## config.mk

```make
export PLATFORM = sky130hd
export DESIGN_NAME = hsv_value_dimmer_unit
export DESIGN_NICKNAME = d
export VERILOG_FILES = /design/src/sv/hvd_pkg.sv /design/src/sv/hvd_front.sv /design/src/sv/hvd_div_stage.sv /design/src/sv/hvd_back.sv /design/src/sv/hsv_value_dimmer_unit.sv
export SDC_FILE = /design/constraint.sdc
export NUM_CORES = 2
export LEC_CHECK = 0
export BUFFER_PORTS_ARGS = -buffer_cell sky130_fd_sc_hd__buf_2
export CELL_PAD_IN_SITES_DETAIL_PLACEMENT = 1
export CELL_PAD_IN_SITES_GLOBAL_PLACEMENT = 2
export CORE_AREA = 2 2 469 471
export CTS_CLUSTER_DIAMETER = 150
export DETAILED_ROUTE_END_ITERATION = 8
export DIE_AREA = 0 0 471 473
export PLACE_DENSITY = 0.74
export REMOVE_ABC_BUFFERS = 1
export SLEW_MARGIN = 20
export SYNTH_ARGS = -nofsm -noshare
export SYNTH_HDL_FRONTEND = slang
export SYNTH_SLANG_ARGS = --single-unit
export TNS_END_PERCENT = 30
```

## constraint.sdc

```tcl
create_clock -name clk -period 19.9 [get_ports clk]
set_input_delay 0.995 -clock clk [delete_from_list [all_inputs] [get_ports clk]]
set_output_delay 0.995 -clock clk [all_outputs]
set_load 0.01 [all_outputs]
```

## src/sv/hvd_pkg.sv

```systemverilog
package hvd_pkg;

  localparam int CHAN_W              = 8;
  localparam int N_W                 = 11;  // holds six times a channel difference
  localparam int FRAC_BITS           = 16;
  localparam int Q16_W               = FRAC_BITS + 1;
  localparam int VQ_W                = 16;
  localparam int DIV_STEPS_PER_STAGE = 4;
  localparam int DIV_STAGES          = FRAC_BITS / DIV_STEPS_PER_STAGE;
  localparam int FRONT_STAGES        = 2;
  localparam int BACK_STAGES         = 3;
  localparam int NUM_STAGES          = FRONT_STAGES + DIV_STAGES + BACK_STAGES;

  localparam logic [Q16_W-1:0] ONE_Q16    = 17'h10000;
  localparam logic [VQ_W-1:0]  CLAMP_Q8_8 = 16'd652;

  typedef struct packed {
    logic [CHAN_W-1:0] red_in;
    logic [CHAN_W-1:0] green_in;
    logic [CHAN_W-1:0] blue_in;
  } pixel_in_t;

  typedef struct packed {
    logic [CHAN_W-1:0] red_out;
    logic [CHAN_W-1:0] green_out;
    logic [CHAN_W-1:0] blue_out;
  } pixel_out_t;

  // Hue sectors, 60 degrees each
  typedef enum logic [2:0] {
    SEC_R_Y = 3'd0,
    SEC_Y_G = 3'd1,
    SEC_G_C = 3'd2,
    SEC_C_B = 3'd3,
    SEC_B_M = 3'd4,
    SEC_M_R = 3'd5
  } sector_t;

  // Per-pixel data that rides along the divider
  typedef struct packed {
    pixel_in_t         pix;
    logic              bypass;
    sector_t           sector;
    logic [VQ_W-1:0]   vq;
    logic              dz;
  } side_t;

  // One restoring-division lane: partial remainder, divisor, quotient so far
  typedef struct packed {
    logic [CHAN_W-1:0] rem;
    logic [CHAN_W-1:0] den;
    logic [Q16_W-1:0]  quo;
  } div_lane_t;

  typedef struct packed {
    side_t     side;
    div_lane_t sat_lane;
    div_lane_t frac_lane;
  } div_bundle_t;

  // One quotient bit: double the remainder, subtract the divisor if it fits.
  // The remainder stays below the divisor, so the doubled value needs one extra bit.
  function automatic div_lane_t div_step(input div_lane_t l);
    div_lane_t         o;
    logic [CHAN_W:0]   t;
    logic [CHAN_W:0]   dn;
    o  = l;
    t  = {l.rem, 1'b0};
    dn = {1'b0, l.den};
    if (t >= dn) begin
      o.rem = CHAN_W'(t - dn);
      o.quo = {l.quo[Q16_W-2:0], 1'b1};
    end else begin
      o.rem = t[CHAN_W-1:0];
      o.quo = {l.quo[Q16_W-2:0], 1'b0};
    end
    div_step = o;
  endfunction

endpackage

```

## src/sv/hvd_front.sv

```systemverilog
module hvd_front (
  input  logic                          clk,
  input  logic [hvd_pkg::FRONT_STAGES-1:0] en,
  input  logic [hvd_pkg::CHAN_W-1:0]    dim_amount,
  input  hvd_pkg::pixel_in_t            pixel,
  output hvd_pkg::div_bundle_t          bundle
);
  import hvd_pkg::*;

  // stage 1: max, min, spread and hue numerator
  pixel_in_t          pix1;
  logic               bypass1;
  logic [N_W-1:0]     n1;
  logic [CHAN_W-1:0]  d1;
  logic [CHAN_W-1:0]  mx1;

  logic [CHAN_W-1:0]  r, g, b, mx, mn, d;
  logic [N_W-1:0]     d_w, n;

  always_comb begin
    r   = pixel.red_in;
    g   = pixel.green_in;
    b   = pixel.blue_in;
    mx  = r;
    mn  = r;
    d   = '0;
    d_w = '0;
    n   = '0;
    priority if (r >= g && r >= b) begin
      mx = r;
      mn = (g < b) ? g : b;
    end else if (g >= b) begin
      mx = g;
      mn = (r < b) ? r : b;
    end else begin
      mx = b;
      mn = (r < g) ? r : g;
    end
    d   = mx - mn;
    d_w = {{(N_W-CHAN_W){1'b0}}, d};
    priority if (r >= g && r >= b) begin
      if (g >= b) n = {{(N_W-CHAN_W){1'b0}}, g - b};
      else        n = (d_w << 2) + (d_w << 1) + {{(N_W-CHAN_W){1'b0}}, g}
                      - {{(N_W-CHAN_W){1'b0}}, b};
    end else if (g >= b) begin
      n = (d_w << 1) + {{(N_W-CHAN_W){1'b0}}, b} - {{(N_W-CHAN_W){1'b0}}, r};
    end else begin
      n = (d_w << 2) + {{(N_W-CHAN_W){1'b0}}, r} - {{(N_W-CHAN_W){1'b0}}, g};
    end
  end

  always_ff @(posedge clk) begin
    if (en[0]) begin
      pix1    <= pixel;
      bypass1 <= (dim_amount == '0) || ((pixel.red_in | pixel.green_in | pixel.blue_in) == '0);
      n1      <= n;
      d1      <= d;
      mx1     <= mx;
    end
  end

  // stage 2: sector, remainder, value and the top bit of saturation
  logic [N_W-1:0]     dd, d2x, d3x, d4x, d5x;
  sector_t            sector;
  logic [N_W-1:0]     rem_w;
  logic [VQ_W-1:0]    vq;
  div_bundle_t        nxt;

  always_comb begin
    dd  = {{(N_W-CHAN_W){1'b0}}, d1};
    d2x = dd << 1;
    d3x = d2x + dd;
    d4x = dd << 2;
    d5x = d4x + dd;
    priority if (d1 == '0) begin
      sector = SEC_R_Y;
      rem_w  = '0;
    end else if (n1 >= d5x) begin
      sector = SEC_M_R;
      rem_w  = n1 - d5x;
    end else if (n1 >= d4x) begin
      sector = SEC_B_M;
      rem_w  = n1 - d4x;
    end else if (n1 >= d3x) begin
      sector = SEC_C_B;
      rem_w  = n1 - d3x;
    end else if (n1 >= d2x) begin
      sector = SEC_G_C;
      rem_w  = n1 - d2x;
    end else if (n1 >= dd) begin
      sector = SEC_Y_G;
      rem_w  = n1 - dd;
    end else begin
      sector = SEC_R_Y;
      rem_w  = n1;
    end

    if (mx1 < dim_amount) vq = CLAMP_Q8_8;
    else                  vq = {mx1 - dim_amount, 8'h00};

    nxt.side.pix    = pix1;
    nxt.side.bypass = bypass1;
    nxt.side.sector = sector;
    nxt.side.vq     = vq;
    nxt.side.dz     = (d1 == '0);

    // saturation d/max: first quotient bit is set only at full saturation
    nxt.sat_lane.den = mx1;
    if (d1 == mx1) begin
      nxt.sat_lane.rem = '0;
      nxt.sat_lane.quo = Q16_W'(1);
    end else begin
      nxt.sat_lane.rem = d1;
      nxt.sat_lane.quo = '0;
    end

    // hue fraction rem/d: remainder is below d, so the first bit is zero
    nxt.frac_lane.den = d1;
    nxt.frac_lane.rem = rem_w[CHAN_W-1:0];
    nxt.frac_lane.quo = '0;
  end

  always_ff @(posedge clk) begin
    if (en[1]) bundle <= nxt;
  end

endmodule

```

## src/sv/hvd_div_stage.sv

```systemverilog
module hvd_div_stage (
  input  logic                 clk,
  input  logic                 en,
  input  hvd_pkg::div_bundle_t din,
  output hvd_pkg::div_bundle_t dout
);
  import hvd_pkg::*;

  div_bundle_t nxt;

  // advance both lanes by a fixed number of quotient bits
  always_comb begin
    nxt = din;
    for (int k = 0; k < DIV_STEPS_PER_STAGE; k++) begin
      nxt.sat_lane  = div_step(nxt.sat_lane);
      nxt.frac_lane = div_step(nxt.frac_lane);
    end
  end

  always_ff @(posedge clk) begin
    if (en) dout <= nxt;
  end

endmodule

```

## src/sv/hvd_back.sv

```systemverilog
module hvd_back (
  input  logic                            clk,
  input  logic [hvd_pkg::BACK_STAGES-1:0] en,
  input  hvd_pkg::div_bundle_t            bundle,
  output hvd_pkg::pixel_out_t             result
);
  import hvd_pkg::*;

  // stage A: f*S and (1-f)*S, then the three scale factors
  side_t              side_a;
  logic [Q16_W-1:0]   fac_p, fac_q, fac_t;

  logic [FRAC_BITS-1:0] frac;
  logic [Q16_W-1:0]     sat, one_minus_frac;
  logic [2*Q16_W-2:0]   prod_fs;
  logic [2*Q16_W-1:0]   prod_gs;

  always_comb begin
    frac           = bundle.side.dz ? '0 : bundle.frac_lane.quo[FRAC_BITS-1:0];
    sat            = bundle.side.dz ? '0 : bundle.sat_lane.quo;
    one_minus_frac = ONE_Q16 - {1'b0, frac};
    prod_fs        = {{Q16_W{1'b0}}, frac} * {{(Q16_W-1){1'b0}}, sat};
    prod_gs        = {{Q16_W{1'b0}}, one_minus_frac} * {{Q16_W{1'b0}}, sat};
  end

  always_ff @(posedge clk) begin
    if (en[0]) begin
      side_a <= bundle.side;
      fac_p  <= ONE_Q16 - sat;
      fac_q  <= ONE_Q16 - prod_fs[FRAC_BITS +: Q16_W];
      fac_t  <= ONE_Q16 - prod_gs[FRAC_BITS +: Q16_W];
    end
  end

  // stage B: scale the value by each factor
  side_t              side_b;
  logic [CHAN_W-1:0]  vb, pb, qb, tb;
  logic [2*Q16_W-2:0] prod_p, prod_q, prod_t;

  always_comb begin
    prod_p = {{Q16_W{1'b0}}, side_a.vq} * {{(Q16_W-1){1'b0}}, fac_p};
    prod_q = {{Q16_W{1'b0}}, side_a.vq} * {{(Q16_W-1){1'b0}}, fac_q};
    prod_t = {{Q16_W{1'b0}}, side_a.vq} * {{(Q16_W-1){1'b0}}, fac_t};
  end

  always_ff @(posedge clk) begin
    if (en[1]) begin
      side_b <= side_a;
      vb     <= side_a.vq[VQ_W-1 -: CHAN_W];
      pb     <= prod_p[FRAC_BITS+CHAN_W +: CHAN_W];
      qb     <= prod_q[FRAC_BITS+CHAN_W +: CHAN_W];
      tb     <= prod_t[FRAC_BITS+CHAN_W +: CHAN_W];
    end
  end

  // stage C: route bytes by sector, or pass the pixel through
  pixel_out_t sel;

  always_comb begin
    unique case (side_b.sector)
      SEC_R_Y: sel = '{red_out: vb, green_out: tb, blue_out: pb};
      SEC_Y_G: sel = '{red_out: qb, green_out: vb, blue_out: pb};
      SEC_G_C: sel = '{red_out: pb, green_out: vb, blue_out: tb};
      SEC_C_B: sel = '{red_out: pb, green_out: qb, blue_out: vb};
      SEC_B_M: sel = '{red_out: tb, green_out: pb, blue_out: vb};
      default: sel = '{red_out: vb, green_out: pb, blue_out: qb};
    endcase
    if (side_b.bypass) begin
      sel = '{red_out:   side_b.pix.red_in,
              green_out: side_b.pix.green_in,
              blue_out:  side_b.pix.blue_in};
    end
  end

  always_ff @(posedge clk) begin
    if (en[2]) result <= sel;
  end

endmodule

```

## src/sv/hsv_value_dimmer_unit.sv

```systemverilog
// Channel   Signals                                          Direction
// pixel     pixel_valid / pixel_ready / pixel (red/green/blue_in)   in
// result    result_valid / result_ready / result (red/green/blue_out) out
// config    cfg_we / cfg_wdata (dim_amount)                  in
//
// One pixel per cycle sustained while result_ready stays high. The pipeline
// stages are two front stages, four divider stages of four quotient bits each,
// two multiply stages and the output register; the divider depth dominates.
// Reset clears the stage valid bits and dim_amount; payload is not reset.
// Each stage loads when it is empty or its successor moves, so bubbles
// collapse and a stalled result holds in the output register while the
// stages behind it keep filling. pixel_ready follows result_ready through
// that chain in the same cycle.
module hsv_value_dimmer_unit (
  input  logic                        clk,
  input  logic                        rst,
  input  logic                        cfg_we,
  input  logic [hvd_pkg::CHAN_W-1:0]  cfg_wdata,
  input  logic                        pixel_valid,
  output logic                        pixel_ready,
  input  hvd_pkg::pixel_in_t          pixel,
  output logic                        result_valid,
  input  logic                        result_ready,
  output hvd_pkg::pixel_out_t         result
);
  import hvd_pkg::*;

  localparam int LAST = NUM_STAGES - 1;

  // dim amount register; to be written only while the pipe is empty, a rule the block leaves to the user
  logic [CHAN_W-1:0] dim_amount;

  always_ff @(posedge clk) begin
    if (rst) begin
      dim_amount <= '0;
    end else if (cfg_we) begin
      dim_amount <= cfg_wdata;
    end
  end

  // Stage valid bits and load enables. A stage loads when it holds nothing
  // or when the stage after it moves on in this cycle.
  logic [NUM_STAGES-1:0] stage_valid;
  logic [NUM_STAGES-1:0] stage_valid_next;
  logic [NUM_STAGES-1:0] en;

  always_comb begin
    en[LAST] = !stage_valid[LAST] || result_ready;
    for (int i = LAST - 1; i >= 0; i--) begin
      en[i] = !stage_valid[i] || en[i+1];
    end
    stage_valid_next[0] = en[0] ? pixel_valid : stage_valid[0];
    for (int i = 1; i < NUM_STAGES; i++) begin
      stage_valid_next[i] = en[i] ? stage_valid[i-1] : stage_valid[i];
    end
  end

  always_ff @(posedge clk) begin
    if (rst) begin
      stage_valid <= '0;
    end else begin
      stage_valid <= stage_valid_next;
    end
  end

  assign pixel_ready  = en[0];
  assign result_valid = stage_valid[LAST];

  // datapath: front analysis, divider chain, multiply and route
  div_bundle_t chain [DIV_STAGES+1];

  hvd_front u_front (
    .clk        (clk),
    .en         (en[FRONT_STAGES-1:0]),
    .dim_amount (dim_amount),
    .pixel      (pixel),
    .bundle     (chain[0])
  );

  for (genvar s = 0; s < DIV_STAGES; s++) begin : g_div
    hvd_div_stage u_div (
      .clk  (clk),
      .en   (en[FRONT_STAGES+s]),
      .din  (chain[s]),
      .dout (chain[s+1])
    );
  end

  hvd_back u_back (
    .clk    (clk),
    .en     (en[LAST -: BACK_STAGES]),
    .bundle (chain[DIV_STAGES]),
    .result (result)
  );

endmodule

```

* Word-level counts from Yosys, hierarchy flattened
Cells that the tools add are included.
W data, S select, Z words.
** Storage, ports and cells
- Output and inout port bits :: 26
- Bits of input ports :: 37
- Word-level logic and storage cells :: 326
- Register bits after elaboration :: 686
** Operators by class
- Add/sub/neg operators :: 51
- Reductions and logical operators :: 25
- Muxes and demuxes :: 88
- Magnitude comparators :: 44
- Bitwise logic cells :: 2
- Multiply operators :: 5
- Eq/ne operators :: 5
** Operators by type and width (count)
- $mux W8 :: 43
- $sub A8 B8 Y8 :: 38
- $ge A9 B8 Y1 :: 32
- $pmux W24 S5 :: 1
- $mul A16 B17 Y32 :: 3
- $sub A17 B17 Y17 const A :: 3
- $mux W1 :: 34
- $mul A16 B17 Y33 :: 1
- $mul A17 B17 Y33 :: 1
- $mux W11 :: 3
- $sub A11 B8 Y11 :: 3
- $lt A8 B8 Y1 :: 4
- $ge A8 B8 Y1 :: 3
- $logic_not A8 Y1 :: 3
- $mux W24 :: 1
- $add A10 B8 Y11 :: 2
- $ge A11 B10 Y1 :: 2
- $add A9 B8 Y10 :: 2
- $mux W17 :: 1
- $sub A17 B16 Y17 const A :: 1
- $mux W16 :: 1
- $or A8 B8 Y8 :: 2
- $mux W3 :: 4
- $add A10 B9 Y11 :: 1
- other kinds (13) :: 31

* Logic depth before layout (Yosys ltp)
- Word-level depth :: 10
- Gate-level depth with buffers :: 46

* Hierarchy
Synthesis repeated with hierarchy kept, for this count alone.
** Unflattened totals
- Cell total of the unflattened synthesis :: 8806
- Area total of the unflattened synthesis :: 88244.6 µm²
** By module, submodules not included
- hvd_back :: area each 50119.3 µm², cells an instance 5464, times used 1
- hvd_div_stage :: area each 6730.2 µm², cells an instance 554, times used 4
- hvd_front :: area each 10536.4 µm², cells an instance 1057, times used 1
- hsv_value_dimmer_unit :: area each 668.1 µm², cells an instance 69, times used 1

* Worst setup path before layout
OpenSTA, ideal clock, no wires.
- Path kind :: register to register
- Start :: reg g_div[3].u_div.dout[66] (netlist bit)
- End :: reg u_back.fac_t[16], data pin
- Stages on the path, launching flop included :: 35
- Period minus slack after synthesis :: 9.196 ns
- Required time :: 19.638 ns
- Library setup time :: 0.262 ns
- Slack :: 10.704 ns
- Arrival time :: 8.935 ns
- Path through :: edfxtp_1 > clkbuf_1 > buf_1 > clkbuf_1 > clkbuf_1 > nand2b_1 > ha_1 > o21ai_0 > nor2_1 > inv_1 > nor3_1 > xor2_1 > nor2_1 > fa_1 > inv_1 > fa_1 > fa_1 > inv_1 > fa_1 > fa_1 > inv_1 > fa_1 > inv_1 > ha_1 > clkbuf_1 > nand3_1 > o211ai_1 > a221o_1 > nor3_1 > a211oi_1 > o21a_1 > o41ai_1 > mux2_2 > a211oi_1 > xnor2_1
** On the way
- Longest elaborated chain between the ends :: 4
- Elaborated cells between the ends (all ways) :: 5
- Those cells by class :: add/sub: 2; mul: 1; mux: 2
** Ends and longest elaborated chain
- start, declared :: line hvd_div_stage.sv:5 : output hvd_pkg::div_bundle_t dout
- start signal, assigned :: line hvd_div_stage.sv:21 : if (en) dout <= nxt;
- $mux W16 :: line hvd_back.sv:19 : frac = bundle.side.dz ? '0 : bundle.frac_lane.quo[FRAC_BITS-1:0];
- $sub A17 B16 Y17 :: line hvd_back.sv:21 : one_minus_frac = ONE_Q16 - {1'b0, frac};
- $mul A17 B17 Y33 (*) :: line hvd_back.sv:23 : prod_gs = {{Q16_W{1'b0}}, one_minus_frac} * {{Q16_W{1'b0}}, sat};
- $sub A17 B17 Y17 (*) :: line hvd_back.sv:31 : fac_t <= ONE_Q16 - prod_gs[FRAC_BITS +: Q16_W];
- end signal, assigned :: line hvd_back.sv:31
- end, declared :: line hvd_back.sv:11 : logic [Q16_W-1:0] fac_p, fac_q, fac_t;
Mark *: on every way between the ends. The rest lies on a longest branch, timed or not.
A chain may end at the register's enable or synchronous reset.

==> results.sh <==
export IMPL_synth_top_cell_area_share_pct=24.8
export IMPL_postSynthRegisterBits=644
export IMPL_fp_dieArea_sq_mm=0.223
export IMPL_routed_wire_length_per_instance_um=19.5
export IMPL_die_height_um=473
export IMPL_slew_violations=0
export IMPL_post_cts_setup_buffers=0
export IMPL_critical_path_most_common_cell="o21ai_0"
export IMPL_maximum_number_of_pins_on_one_net_before_global_route_repair=80
export IMPL_crit_path_end_kind="register"
export IMPL_grt_pass1_vias=58400
export IMPL_ctsHoldBuffers=0
export IMPL_max_cap_violations=0
export IMPL_timing_final_crit_period_ns=10.64
export IMPL_drt_antenna_violating_nets=0
export IMPL_globalRouteOverflowTotal=0
export IMPL_track_usage_pct=18.5
export IMPL_initial_utilization_pct=34.8
export IMPL_die_width_um=471
export IMPL_netlist_area_sq_mm=0.0759
export IMPL_postSynth_asyncResetShare_pct=0
export IMPL_multiInputGateArea_sq_mm=0.0510
export IMPL_residual_drc_count=0
export IMPL_clk_pin_slew_worst_setup_hold_paths_ns=0.06
export IMPL_synth_top_flop_cell="edfxtp_1"
export IMPL_detailedRoute_firstPassIterationCount=6
export IMPL_crit_fanout=12
export IMPL_area_sequential_sq_mm=0.0192
export IMPL_achievable_frequency_ghz=0.0940
export IMPL_netlist_top_cells_area="edfxtp_1 25%, fa_1 23%, ha_1 15%"
export IMPL_critPathKind="reg2reg"
export IMPL_tritoncts_num_buffers=74
export IMPL_synth_enable_flop_cells=627
export IMPL_synth_top_area_cell="edfxtp_1"
export IMPL_gpl_final_weighted_congestion=0.860
export IMPL_cp_slowest_cell="o41ai_4"
export IMPL_final_layout_size_suffix_gt1_share_pct=6.09
export IMPL_synth_cell_types=111
export IMPL_pin_count=63
export IMPL_finClkSkew_ns=0.0599
export IMPL_timing_max_slew_rel_slack_pct=21.7
export IMPL_drt_first_iter_violations=2209
export IMPL_hpwl_mm=164
export IMPL_start_kind="register"
export IMPL_data_arrival_time_of_the_critical_path_ns=11.05
export IMPL_rsz0062_at_grt="false"
export IMPL_placement_rows=172
export IMPL_hold_path_class="reg2reg"
export IMPL_clock_root_buffer="clkbuf_16"
export IMPL_cp_slowest_stage_delay_ns=0.55
export IMPL_status="finished clean"
export IMPL_h_tree_level_count=3
export IMPL_vias=52800
export IMPL_placement_io_buffers=62
export IMPL_setup_total_negative_slack_ns=0
export IMPL_yosysWarningCount=0
export IMPL_clkLatencyLatePin_ns=0.69
export IMPL_fin_nets=9403
export IMPL_routed_wirelength_mm=204
export IMPL_post_synth_cell_area_avg_sq_um=9.95
export IMPL_numClockSinks=644
export IMPL_max_clock_path_buffers=3
export IMPL_layout_filler_cells=24800
export IMPL_fp_coreArea_sq_mm=0.218
export IMPL_grt_first_pass_wirelength_mm=328
export IMPL_finalHoldViolCount=0
export IMPL_postSynthCellCount=7630
export IMPL_yosysSeqAreaShare_pct=25.3
export IMPL_crit_required_ns=20.31
export IMPL_layout_worst_path_cycle_share_pct=53.4
export IMPL_tritoncts_clock_tree="built"
export IMPL_setup_violations_final=0
export IMPL_flow_area_growth_from_synthesis_pct=7.69
export IMPL_via_per_inst=5.03
export IMPL_grt_antenna_before_repair=2
export IMPL_cts_repair_resize_count=0
export IMPL_worst_slew_pin_slew_ns=1.17
## through the flow
step	cell area (sq um)	hold WS, ns	setup WS [ns]	instances	utilization, %
finish	81700	0.395	9.26	10500	37.4
global route	81700	0.406	8.23	10500	37.4
CTS	81700	0.397	9.24	10500	37.4
detailed placement	79300	0.405	9.35	10400	36.3
global placement	79300	0.400	9.49	10400	36.3
floorplan	74800	0.400	10.86	7361	-
## layout make-up
cell class | count | share of cell area (%)
inverter | 1259 | 5.79
multi-input combinational | 5458 | 62.4
tap | 2871 | 4.40
antenna | 3 | 0.00919
sequential | 644 | 23.5
clock buffer | 86 | 2.35
clock inverter | 47 | 0.632
timing repair buffer | 128 | 0.991
## worst max-delay path, delay by kind of cell, from the launching register on
kind            cells  cell delay, ns
buf+inv             2            0.53
mux                 2            0.83
compound gates     24            5.80
flops               1            0.41
simple gates        8            1.58
fa+ha+maj           4            1.21
## cell usage after synthesis (17+ instances only)
cell type	instances
a211oi_1	63
a21boi_0	35
a21o_1	115
a21oi_1	312
a221oi_1	18
a31oi_1	18
and2_1	293
and3_1	38
clkbuf_1	211
clkbuf_2	25
dfxtp_1	17
edfxtp_1	627
fa_1	874
ha_1	927
inv_1	1252
mux2_2	123
mux2i_1	59
nand2_1	861
nand2b_1	69
nand3_1	60
nand4_1	45
nor2_1	379
nor2b_1	121
nor3_1	71
nor4_1	18
o21a_1	48
o21ai_0	245
o21bai_1	26
or2_2	25
or3_1	24
xnor2_1	227
xor2_1	113
## layout by cell type, fill, tap and decap left out, drive strengths merged, types with 17 or more instances in the layout
master	instances
a211oi	67
a21boi	42
a21o	115
a21oi	313
a221oi	21
a31oi	19
and2	294
and3	38
buf	128
clkbuf	86
clkinv	36
dfxtp	17
edfxtp	627
fa	874
ha	927
inv	1261
mux2	129
mux2i	60
nand2	865
nand2b	69
nand3	60
nand4	45
nor2	379
nor2b	122
nor3	74
nor4	19
o21a	48
o21ai	262
o21bai	26
or2	26
or3	24
xnor2	227
xor2	113
## registers in the layout, summed over array words and instances, names as in the netlist
signal / cells
g_div.u_div.dout: 332
u_front.bundle: 71
u_back.side_a: 37
u_back.side_b: 28
u_back.result: 24
u_front.nxt: 24
u_back.fac_p: 17
u_back.fac_q: 17
u_back.fac_t: 17
u_front.n1: 11
stage_valid: 9
dim_amount: 8
u_back.pb: 8
u_back.qb: 8
u_back.tb: 8
u_back.vb: 8
u_front.d1: 8
u_front.mx1: 8
u_front.bypass1: 1
## routing by layer
| metal | up-vias | share of wire, % | GRT usage (%) |
|---|---|---|---|
| met5 | - | 0 | 0 |
| met4 | 0 | 1.5 | 3.34 |
| met3 | 160 | 2.4 | 1.57 |
| met1 | 27100 | 46 | 24.3 |
| met2 | 569 | 50 | 33.3 |
| li1 | 24900 | - | - |
## final timing paths
check | from | end | slack [ns] | cells past startpoint
hold reg to reg | u_back.side_a[34]$_DFFE_PP_ | u_back.side_b[34]$_DFFE_PP_ | 0.40 | 0
hold / removal | u_back.side_a[34]$_DFFE_PP_ | u_back.side_b[34]$_DFFE_PP_ | 0.40 | 0
setup reg to reg | g_div[1].u_div.dout[18]$_DFFE_PP_ | g_div[2].u_div.dout[31]$_DFFE_PP_ | 9.26 | 40
setup / recovery | g_div[1].u_div.dout[18]$_DFFE_PP_ | g_div[2].u_div.dout[31]$_DFFE_PP_ | 9.26 | 40
## kinds of logic (layout without fill, tap and decap cells)
logic type | Yosys count | in the layout | share of synthesized area, %
adders and majority gates | 1801 | 1801 | 38.3
DFF | 644 | 644 | 25.3
and+or+nand+nor | 2066 | 2066 | 12.9
xor gates and xnor gates | 341 | 341 | 3.95
muxes | 189 | 189 | 2.75
AOI/OAI and AO/OA | 1061 | 1061 | 9.07
other | 0 | 3 | 0
buffers and inverters | 1528 | 1520 | 7.68
Power is not shown: default switching activity piles up to over one toggle a cycle in this logic, so the estimate is an artifact.
